## config.mk

```make
export PLATFORM = sky130hd
export DESIGN_NAME = eulxyz_cordic_step
export DESIGN_NICKNAME = d
export VERILOG_FILES = /design/src/sv/eulxyz_pkg.sv /design/src/sv/eulxyz_cordic_step.sv
export SDC_FILE = /design/constraint.sdc
export NUM_CORES = 1
export LEC_CHECK = 0
export BUFFER_PORTS_ARGS = -buffer_cell sky130_fd_sc_hd__buf_2
export CORE_AREA = 2 2 238 240
export CTS_BUF_LIST = sky130_fd_sc_hd__clkbuf_8
export DETAILED_ROUTE_END_ITERATION = 12
export DIE_AREA = 0 0 240 242
export PLACE_DENSITY = 0.67
export SLEW_MARGIN = 20
export SYNTH_ARGS = -nofsm -noshare
export SYNTH_HDL_FRONTEND = slang
export SYNTH_SLANG_ARGS = --single-unit
```

## constraint.sdc

```tcl
create_clock -name i_clk -period 4.2 [get_ports i_clk]
set_input_delay 0.84 -clock i_clk [delete_from_list [all_inputs] [get_ports i_clk]]
set_output_delay 0.84 -clock i_clk [all_outputs]
set_load 0.03 [all_outputs]
```

## src/sv/eulxyz_pkg.sv

```systemverilog
// Shared types, constants and rounding helpers for the Euler XYZ rotation core.
// Used by every module of the core; depends on nothing.
package eulxyz_pkg;

    // CORDIC datapath width: Q2.30 values with headroom
    localparam int CW = 34;
    // Width of the exact Q42 matrix terms
    localparam int QW = 46;
    localparam logic signed [15:0] Q14_ONE = 16'sd16384;
    localparam logic signed [CW-1:0] CORDIC_GAIN = 34'sd652032874;

    // arctan(2^-i) in Q0.32 binary angle units (fraction of a full turn), i = 0..31
    localparam logic [31:0] ATAN_TAB [32] = '{
        32'h20000000, 32'h12E4051E, 32'h09FB385B, 32'h051111D4, 32'h028B0D43,
        32'h0145D7E1, 32'h00A2F61E, 32'h00517C55, 32'h0028BE53, 32'h00145F2F,
        32'h000A2F98, 32'h000517CC, 32'h00028BE6, 32'h000145F3, 32'h0000A2FA,
        32'h0000517D, 32'h000028BE, 32'h0000145F, 32'h00000A30, 32'h00000518,
        32'h0000028C, 32'h00000146, 32'h000000A3, 32'h00000051, 32'h00000029,
        32'h00000014, 32'h0000000A, 32'h00000005, 32'h00000003, 32'h00000001,
        32'h00000001, 32'h00000000
    };

    typedef struct packed {
        logic              operation;
        logic signed [15:0] angle_x;
        logic signed [15:0] angle_y;
        logic signed [15:0] angle_z;
        logic signed [15:0] axis_draw;
        logic signed [15:0] single_angle;
    } t_in_item;

    typedef struct packed {
        logic signed [15:0] m00;
        logic signed [15:0] m01;
        logic signed [15:0] m02;
        logic signed [15:0] m10;
        logic signed [15:0] m11;
        logic signed [15:0] m12;
        logic signed [15:0] m20;
        logic signed [15:0] m21;
        logic signed [15:0] m22;
    } t_result;

    // One CORDIC lane: rotation vector, residual angle, half-turn flag
    typedef struct packed {
        logic signed [CW-1:0] x;
        logic signed [CW-1:0] y;
        logic signed [CW-1:0] z;
        logic                 flip;
    } t_lane;

    // Lanes for angles X, Y, Z (index 0, 1, 2)
    typedef t_lane [2:0] t_trio;

    // Clamp an 18-bit value to [-1, +1] in Q1.14
    function automatic logic signed [15:0] clamp_q14(input logic signed [17:0] v);
        logic signed [15:0] r;
        if (v > 18'sd16384) begin
            r = Q14_ONE;
        end else if (v < -18'sd16384) begin
            r = -Q14_ONE;
        end else begin
            r = v[15:0];
        end
        return r;
    endfunction

    // Round a Q42 sum once to Q1.14 and saturate
    function automatic logic signed [15:0] fin_q42(input logic signed [QW-1:0] q);
        logic signed [QW-1:0] v;
        logic signed [QW-29:0] t;
        v = q + QW'(64'sd134217728);
        t = v[QW-1:28];
        return clamp_q14(18'(t));
    endfunction

endpackage

```

## src/sv/eulxyz_cordic_step.sv

```systemverilog
// One registered CORDIC rotation step applied to the three angle lanes.
// Depends on eulxyz_pkg.
module eulxyz_cordic_step #(
    parameter int STEP = 0
) (
    input  logic              i_clk,
    input  logic              i_rst_n,
    input  logic              i_valid,
    input  eulxyz_pkg::t_trio i_lanes,
    output logic              o_valid,
    output eulxyz_pkg::t_trio o_lanes
);

    localparam logic signed [eulxyz_pkg::CW-1:0] ATAN =
        {{(eulxyz_pkg::CW-32){1'b0}}, eulxyz_pkg::ATAN_TAB[STEP % 32]};

    eulxyz_pkg::t_trio n_lanes;
    eulxyz_pkg::t_trio r_lanes;
    logic              r_valid;

    // Rotate each lane toward zero residual angle
    always_comb begin
        for (int l = 0; l < 3; l++) begin
            n_lanes[l].flip = i_lanes[l].flip;
            if (!i_lanes[l].z[eulxyz_pkg::CW-1]) begin
                n_lanes[l].x = i_lanes[l].x - (i_lanes[l].y >>> STEP);
                n_lanes[l].y = i_lanes[l].y + (i_lanes[l].x >>> STEP);
                n_lanes[l].z = i_lanes[l].z - ATAN;
            end else begin
                n_lanes[l].x = i_lanes[l].x + (i_lanes[l].y >>> STEP);
                n_lanes[l].y = i_lanes[l].y - (i_lanes[l].x >>> STEP);
                n_lanes[l].z = i_lanes[l].z + ATAN;
            end
        end
    end

    // Hold the stage payload
    always_ff @(posedge i_clk) begin
        r_lanes <= n_lanes;
    end

    // Advance the valid bit
    always_ff @(posedge i_clk) begin
        if (!i_rst_n) begin
            r_valid <= 1'b0;
        end else begin
            r_valid <= i_valid;
        end
    end

    assign o_valid = r_valid;
    assign o_lanes = r_lanes;

endmodule

```

==> results.yml <==
synth:
  synth_edf_count: 0
  yosysWarnings: 0
  synth_ff_type: "dfxtp_1"
  post_synth_instance_area_um2: 23500
  async_flop_share_pct: 0
  synthTopCellsByArea: "dfxtp_1 (26%), ha_1 (16%), a21oi_1 (7.7%)"
  synth.ff_latch_count: 307
  synth_cell_type_count: 89
  ys_seq_area_share_pct: 26.1
  yosysTopAreaCell: "dfxtp_1"
  netlist_instances: 2977
  yosys.area.top_type_share_pct: 26.1
  synth_area_per_cell_um2: 7.91
  synth_nets: 3607
power:
  p_switching_mw: 4.83
  p_leak_nw: 14.3
  combPwrFrac_pct: 40.4
  power.clock.fraction_pct: 29.0
  seq_power_share_pct: 30.6
  intPower_mw: 7.11
  p_per_area_nw_per_um2: 408
  irDropWorstVdd_uv: 368
  switching_share_pct: 40.5
place:
  dp_hpwl_um: 70900
  numPlacedInstances: 4326
  place_area_um2: 27800
  port_buffers: 621
  globalplace.congestion: 0.975
  dp_slack_ns: 0.00480
status:
  status: "finished clean"
grt:
  grt_usage_pct: 28.7
  grt_pass1_wl_um: 131000
  grt_overflow: 0
  antenna_found_initial: 24
  grt_max_degree: 96
  first_global_vias: 23100
floorplan:
  dieWidth_um: 240
  row_count: 87
  initial_core_util_pct: 42.2
  die-area_um2: 58100
  ioPinCount: 622
  coreArea_um2: 55700
  die_h_um: 242
setup_path:
  slowest_delay_ns: 0.77
  worstPathArrival_ns: 4.19
  crit_type: "input port to flip-flop"
  cp_slowest_cell: "a2111oi_2"
  crit_required_ns: 4.81
  critPathMaxFanout: 5
  end_kind: "flip-flop"
  path_cells: "buf_2, inv_1, ha_1, nand2b_1, a221oi_1, nor4_1, o221ai_1, a2111oi_2, nor2_1, a21boi_1, o41ai_1, a21oi_1, xnor2_1"
  start_kind: "input port"
clock_tree:
  clk_pin_slew_ns: 0.07
  clock_sinks: 307
  numCtsBuffers: 58
  cts_resized: 0
  cts_root_buffer: "clkbuf_8"
  clk_path_buf_depth: 3
  ctsHoldBuffers: 0
  cts_tree: "yes"
  post_cts_buffers: 0
  htree_levels: 2
finish:
  syn_to_final_growth_pct: 24.3
  final_area_um2: 29300
  fin_cells: 4445
  layout_common_cells: "buf_2 (621), a21oi_1 (362), inv_1 (310), dfxtp_1 (307), ha_1 (306)"
  drive_gt1_share_pct: 23.4
  final_common_cell: "buf_2"
  final_nets: 4260
flow_run:
  maxCapViolCount: 0
drt:
  vias_per_cell: 5.49
  drtIter0Drc: 2088
  drcViolationCount: 0
  ant_nets: 0
  routed_wl_um: 86900
  drt-pass1-iter-count: 6
  route.vias.total: 24400
  wl_per_cell_um: 19.6
timing:
  hold_viol: 0
  period_share_pct: 85.1
  post-route-min-period_ns: 3.58
  rsz0062_at_grt: "false"
  worstMarginPinSlew_ns: 1.04
  setup_violations: 0
  drv_slew: 0
  max_freq_ghz: 0.280
  max-slew-margin-rel_pct: 30.5
  setup_ws_ns: 0.625
  setup_tns_ns: 0
worst_hold_path:
  hp-class: "input port to flip-flop"
## cell families (layout without fill, tap and decap cells)
group	Yosys count	count (layout)	share of synthesized area, %
compound gates	991	991	26.6
flops	307	307	26.1
other cells	0	11	0
mux	46	46	1.96
xor+xnor	200	200	7.44
fa+ha+maj	318	318	17.3
simple gates	672	672	13.4
buf+inv	443	1144	7.19
## layout make-up
type / instances / area [um2]
Clock inverter: 34 / 363
Timing Repair Buffer: 723 / 3870
Clock buffer: 74 / 1020
Tap cell: 756 / 946
Fill cell: 5569 / 26500
Multi-Input combinational cell: 2227 / 15700
Antenna cell: 11 / 27.5
Sequential cell: 307 / 6150
Inverter: 313 / 1170
## stage by stage
step	power, mW	hold slack [ns]	utilization, %
floorplan	6.79	0.868	-
global placement	8.47	0.942	50.0
detailed placement	8.47	0.944	50.0
CTS	12.0	0.198	52.4
global route	12.5	0.216	52.5
finish	11.9	0.263	52.5
## critical path, delay by kind of cell
kind	cells	cell delay [ns]
AO/OA/AOI/OAI	6	1.96
AND/OR/NAND/NOR	3	0.68
adder cells (fa/ha/maj)	1	0.31
buffers and inverters	2	0.26
XOR/XNOR	1	0.13
## state kept, by name, indices dropped and copies added, names as in the netlist
name,cells
o_lanes,306
o_valid,1
## power by group through the flow
stage / Clock, mW / Sequential, mW / Combinational, mW
5_1_grt: 3.69 / 3.69 / 5.15
6_report: 3.46 / 3.66 / 4.83
3_5_place_dp: 0 / 3.71 / 4.76
2_1_floorplan: 0 / 4.74 / 2.05
4_1_cts: 3.55 / 3.66 / 4.78
3_3_place_gp: 0 / 3.70 / 4.77
## path summary, 6_finish.rpt
| path | startpoint | endpoint | slack [ns] | depth (start not counted) |
|---|---|---|---|---|
| max | i_lanes[139] | o_lanes[163] | 0.62 | 13 |
| min | i_lanes[225] | o_lanes[225] | 0.26 | 1 |
## per-layer routing
metal | vias to the layer above | share of wire (%) | track usage (%)
li1 | 11700 | - | -
met1 | 11200 | 40 | 36.3
met2 | 1279 | 46 | 46.0
met3 | 208 | 10 | 6.86
met4 | 18 | 4.2 | 13.0
met5 | - | 0.14 | 0
## synthesized netlist by cell type, drive strengths merged (12+ instances only)
cell and instances:
a21oi 363, dfxtp 307, ha 306, inv 304, nor2 251, o21ai 217
xnor2 168, nand2 142, clkbuf 93, o21bai 90, nor3 64, a21o 62
mux2i 46, buf 37, nand2b 36, nor2b 36, nand4 33, xor2 32
a211oi 28, nand3 26, a31oi 25, o21a 23, o31ai 22, or3 20
a2111oi 19, o211ai 19, nor4 16, a221oi 14, o41ai 14, fa 12
Power figures use the tool's default switching activity.
