<file path="config.mk">
export PLATFORM = sky130hd
export DESIGN_NAME = eulxyz_angle_sel
export DESIGN_NICKNAME = d
export VERILOG_FILES = /design/src/sv/eulxyz_pkg.sv /design/src/sv/eulxyz_angle_sel.sv
export SDC_FILE = /design/constraint.sdc
export NUM_CORES = 1
export LEC_CHECK = 0
export ABC_AREA = 1
export BUFFER_PORTS_ARGS = -buffer_cell sky130_fd_sc_hd__buf_2
export CAP_MARGIN = 5
export CELL_PAD_IN_SITES_DETAIL_PLACEMENT = 0
export CELL_PAD_IN_SITES_GLOBAL_PLACEMENT = 1
export CORE_AREA = 2 2 160 162
export DETAILED_ROUTE_END_ITERATION = 7
export DIE_AREA = 0 0 162 164
export GPL_TIMING_DRIVEN = 1
export PLACE_DENSITY = 0.7
export SLEW_MARGIN = 20
export SYNTH_ARGS = -nofsm -noshare
export SYNTH_HDL_FRONTEND = slang
export SYNTH_SLANG_ARGS = --single-unit
</file>
<file path="constraint.sdc">
create_clock -name i_clk -period 4.4 [get_ports i_clk]
set_input_delay 0.88 -clock i_clk [delete_from_list [all_inputs] [get_ports i_clk]]
set_output_delay 0.88 -clock i_clk [all_outputs]
set_load 0.02 [all_outputs]
</file>
<file path="src/sv/eulxyz_pkg.sv">
// Shared types, constants and rounding helpers for the Euler XYZ rotation core.
// Used by every module of the core; depends on nothing.
package eulxyz_pkg;

    // CORDIC datapath width: Q2.30 values with headroom
    localparam int CW = 34;
    // Width of the exact Q42 matrix terms
    localparam int QW = 46;
    localparam logic signed [15:0] Q14_ONE = 16'sd16384;
    localparam logic signed [CW-1:0] CORDIC_GAIN = 34'sd652032874;

    // arctan(2^-i) in Q0.32 binary angle units (fraction of a full turn), i = 0..31
    localparam logic [31:0] ATAN_TAB [32] = '{
        32'h20000000, 32'h12E4051E, 32'h09FB385B, 32'h051111D4, 32'h028B0D43,
        32'h0145D7E1, 32'h00A2F61E, 32'h00517C55, 32'h0028BE53, 32'h00145F2F,
        32'h000A2F98, 32'h000517CC, 32'h00028BE6, 32'h000145F3, 32'h0000A2FA,
        32'h0000517D, 32'h000028BE, 32'h0000145F, 32'h00000A30, 32'h00000518,
        32'h0000028C, 32'h00000146, 32'h000000A3, 32'h00000051, 32'h00000029,
        32'h00000014, 32'h0000000A, 32'h00000005, 32'h00000003, 32'h00000001,
        32'h00000001, 32'h00000000
    };

    typedef struct packed {
        logic              operation;
        logic signed [15:0] angle_x;
        logic signed [15:0] angle_y;
        logic signed [15:0] angle_z;
        logic signed [15:0] axis_draw;
        logic signed [15:0] single_angle;
    } t_in_item;

    typedef struct packed {
        logic signed [15:0] m00;
        logic signed [15:0] m01;
        logic signed [15:0] m02;
        logic signed [15:0] m10;
        logic signed [15:0] m11;
        logic signed [15:0] m12;
        logic signed [15:0] m20;
        logic signed [15:0] m21;
        logic signed [15:0] m22;
    } t_result;

    // One CORDIC lane: rotation vector, residual angle, half-turn flag
    typedef struct packed {
        logic signed [CW-1:0] x;
        logic signed [CW-1:0] y;
        logic signed [CW-1:0] z;
        logic                 flip;
    } t_lane;

    // Lanes for angles X, Y, Z (index 0, 1, 2)
    typedef t_lane [2:0] t_trio;

    // Clamp an 18-bit value to [-1, +1] in Q1.14
    function automatic logic signed [15:0] clamp_q14(input logic signed [17:0] v);
        logic signed [15:0] r;
        if (v > 18'sd16384) begin
            r = Q14_ONE;
        end else if (v < -18'sd16384) begin
            r = -Q14_ONE;
        end else begin
            r = v[15:0];
        end
        return r;
    endfunction

    // Round a Q42 sum once to Q1.14 and saturate
    function automatic logic signed [15:0] fin_q42(input logic signed [QW-1:0] q);
        logic signed [QW-1:0] v;
        logic signed [QW-29:0] t;
        v = q + QW'(64'sd134217728);
        t = v[QW-1:28];
        return clamp_q14(18'(t));
    endfunction

endpackage

</file>
<file path="src/sv/eulxyz_angle_sel.sv">
// Input stage: axis choice for single-axis items, angle scaling and half-turn
// reduction into three CORDIC lanes. Depends on eulxyz_pkg.
module eulxyz_angle_sel #(
    parameter int ANGLE_BITS = 16
) (
    input  logic                  i_clk,
    input  logic                  i_rst_n,
    input  logic                  i_valid,
    input  eulxyz_pkg::t_in_item  i_item,
    input  logic [14:0]           i_max_angle,
    output logic                  o_valid,
    output eulxyz_pkg::t_trio     o_lanes
);

    localparam int SHIFT = 32 - ANGLE_BITS;

    // Scale a field to a 32-bit binary angle, fold into [-pi/2, pi/2)
    function automatic eulxyz_pkg::t_lane start_lane(input logic [15:0] f);
        logic [31:0] p;
        logic [31:0] t;
        eulxyz_pkg::t_lane l;
        p = {{16{f[15]}}, f} << SHIFT;
        t = p + 32'h4000_0000;
        l.flip = t[31];
        if (t[31]) begin
            p = p + 32'h8000_0000;
        end
        l.x = eulxyz_pkg::CORDIC_GAIN;
        l.y = '0;
        l.z = {{(eulxyz_pkg::CW-32){p[31]}}, p};
        return l;
    endfunction

    logic signed [18:0] d3;
    logic signed [18:0] two_m;
    logic signed [18:0] neg_m;
    logic [15:0]        ang_x;
    logic [15:0]        ang_y;
    logic [15:0]        ang_z;
    eulxyz_pkg::t_trio  n_lanes;
    eulxyz_pkg::t_trio  r_lanes;
    logic               r_valid;

    // Pick the angles: Euler mode passes them, single-axis mode picks one axis
    always_comb begin
        d3    = {{3{i_item.axis_draw[15]}}, i_item.axis_draw}
              + {{2{i_item.axis_draw[15]}}, i_item.axis_draw, 1'b0};
        two_m = {3'b000, i_max_angle, 1'b0};
        neg_m = -{4'b0000, i_max_angle};
        ang_x = i_item.angle_x;
        ang_y = i_item.angle_y;
        ang_z = i_item.angle_z;
        if (i_item.operation) begin
            ang_x = '0;
            ang_y = '0;
            ang_z = '0;
            if (d3 >= two_m) begin
                ang_x = i_item.single_angle;
            end else if (d3 <= neg_m) begin
                ang_y = i_item.single_angle;
            end else begin
                ang_z = i_item.single_angle;
            end
        end
        n_lanes[0] = start_lane(ang_x);
        n_lanes[1] = start_lane(ang_y);
        n_lanes[2] = start_lane(ang_z);
    end

    // Hold the stage payload
    always_ff @(posedge i_clk) begin
        r_lanes <= n_lanes;
    end

    // Advance the valid bit
    always_ff @(posedge i_clk) begin
        if (!i_rst_n) begin
            r_valid <= 1'b0;
        end else begin
            r_valid <= i_valid;
        end
    end

    assign o_valid = r_valid;
    assign o_lanes = r_lanes;

endmodule

</file>
==> impl_metrics.csv <==
group,metric,value,unit
drt,ant_nets,0,
drt,drt_wl_total,12900,um
cts,clock-sinks,49,
place,dp_hpwl,11200,um
worst_hold_path,min_path_cells,3,
drt,drtPass1Iterations,4,
logic_synthesis,ys_warn_count,0,
job,drv_cap,0,
logic_synthesis,synth_edf_count,0,
global_route,overflow,0,
logic_synthesis,synthCells,776,
setup_path,path_class,"in -> reg",
place,place_ws,50.9,ps
floorplan,die_h,164,um
logic_synthesis,synthDistinctLibCells,35,
floorplan,row_count,58,
setup_path,worstSetupStartpointType,"input port",
global_route,antenna_found_initial,7,
timing,fin_crit_sh,89.1,%
outcome,status,"finished, final reports clean",
layout,syn2layout_area_growth,6.71,%
timing,max_freq,255,MHz
layout,drive_above_1_share,19.6,%
cts,cts_resized,0,
cts,clockBufferDepth,2,
power,p_per_area,294,nW/um^2
logic_synthesis,ys.flop_type,"dfxtp_1",
power,leakagePower,0.00345,uW
floorplan,fp.dieW,162,um
layout,nets,1071,
timing,setup_ws,480,ps
drt,vias,4366,
cts,cts_root_buf,"clkbuf_16",
cts,path_clk_slew,70,ps
logic_synthesis,syn_area,5520,sq um
timing,relSlewSlack,53.5,%
floorplan,dieArea,26600,sq um
timing,final.min_clock_period,3920,ps
logic_synthesis,yosys_register_bits,49,
power,ir_drop,0.000193,V
drt,via_per_inst,3.48,
timing,rsz0062_at_grt,"no",
setup_path,worstPathArrival,4090,ps
floorplan,initial_core_util,22.2,%
floorplan,ios,409,
logic_synthesis,synthArstFlopShare,0,%
logic_synthesis,avgSynthCellArea,7.11,sq um
logic_synthesis,yosysSeqAreaShare,17.8,%
setup_path,critical_path.endpoint_type,"flop",
cts,cts_setup_buffers,0,
worst_hold_path,hold_path.class,"in -> reg",
drt,drtIter0Drc,198,
drt,routedWlPerCell,10.3,um
place,io_buffers,156,
drt,drc_errors,0,
setup_path,path_max_fanout,6,
global_route,track_usage,8.43,%
setup_path,cp.required,4570,ps
global_route,grt_pass1_vias,3605,
cts,cts_tree,"built",
place,gp_congestion,0.795,
timing,setup_violations,0,
floorplan,core-area,24800,sq um
timing,tightest_slew,697,ps
timing,tns,0,ps
cts,hold_buffers,0,
timing,finalHoldViolations,0,
layout,post-route-util,23.7,%
global_route,grt_max_degree,34,
cts,numCtsBuffers,5,
timing,report.final.slew_viol_count,0,
cts,h-tree-depth,2,
global_route,grt_pass1_wl,18100,um
## stage by stage
| stage | power [uW] | std cells | hold WS [ps] | cell area [sq um] |
|---|---|---|---|---|
| 6_report | 1730 | 1255 | 773 | 5890 |
| 3_3_place_gp | 1250 | 1244 | 1060 | 5680 |
| 3_5_place_dp | 1250 | 1244 | 1070 | 5680 |
| 2_1_floorplan | 1240 | 1026 | 973 | 6460 |
| 5_1_grt | 1840 | 1253 | 796 | 5880 |
| 4_1_cts | 1740 | 1252 | 768 | 5870 |
## area by class of cell
| cell class | count | area [sq um] |
|---|---|---|
| timing repair buffer | 163 | 846 |
| clock inverter | 3 | 65.1 |
| sequential | 49 | 981 |
| clock buffer | 5 | 125 |
| inverter | 60 | 225 |
| antenna | 3 | 7.51 |
| multi-input combinational | 642 | 3230 |
| tap | 330 | 413 |
| fill | 2795 | 18900 |
## kinds of logic after synthesis
family / synth area share [%]
adder cells (fa/ha/maj): 11.7
other: 0.136
AND/OR/NAND/NOR: 18.3
flip-flops: 17.8
AO/OA/AOI/OAI: 7.44
buffers and inverters: 40.9
XOR/XNOR: 3.81
## layer usage
layer / share of wire (%) / track usage, %
met1: 40 / 10.1
met2: 49 / 15.3
met3: 9.3 / 1.92
met4: 1.2 / 1.85
met5: 0.44 / 0
## synthesized netlist by cell type (all sizes together), types with 2 or more instances
| master | number | area [sq um] |
|---|---|---|
| buf | 266 | 2000 |
| nand2 | 161 | 617 |
| inv | 60 | 225 |
| ha | 50 | 626 |
| dfxtp | 49 | 981 |
| o21ai | 47 | 235 |
| nand3 | 36 | 185 |
| nor2 | 23 | 88.8 |
| a21oi | 21 | 105 |
| xor2 | 20 | 175 |
| clkbuf | 9 | 35.0 |
| nor3 | 7 | 50.1 |
| a31oi | 4 | 25.0 |
| nand4 | 4 | 25.0 |
| xnor2 | 4 | 35.0 |
| a21o | 3 | 22.5 |
| nand3b | 3 | 22.5 |
| and2 | 2 | 12.5 |
| conb | 2 | 7.51 |
## path summary, 6_finish.rpt
kind	startpoint	endpoint	slack [ps]
setup / recovery	i_item[20]	o_lanes[206]$_DFF_P_	480
hold / removal	i_valid	o_valid$_SDFF_PN0_	770
## critical path, stage by stage
cell,delay [ps]
buf_2,110
ha_1,350
inv_1,80
nor3_1,190
nand2_1,80
o211ai_1,140
nand2_1,80
a21oi_1,300
a31oi_1,160
xnor2_1,280
ha_1,290
nand2_1,80
inv_1,40
nand2_1,50
nand2_1,40
a21oi_1,170
nand3_1,100
nand2_1,80
nand3_2,160
inv_2,110
nand3_1,80
nand2_1,100
inv_1,50
nand2_1,50
nand2_1,60
## flip-flops by register name, indices dropped and copies added, names as in the netlist
name and flops:
o_lanes 48, o_valid 1
## cell usage in the layout, fill, tap and decap left out, types with 2 or more instances in the layout
cell type and count:
dfxtp_1 49, inv_1 59, xor2_1 20, diode_2 3, xnor2_1 4, a21oi_1 21, nand3b_1 3, nor2_1 22
nand2_1 158, nand2_2 2, buf_2 156, nor3_2 3, nand3_1 35, conb_1 252, bufinv_16 2, o21ai_0 17
a21o_1 3, o21ai_1 30, buf_4 6, nand4_1 4, clkbuf_16 5, a31oi_1 4, and2_1 2, ha_1 50
nor3_1 4
## where the power goes
group          internal, uW  total (uW)  switching (uW)
clock                   324         482             158
combinational           212         749             538
sequential              486         497            11.7
total                  1020        1730             707
No activity file was read; power rests on OpenSTA's default activity.
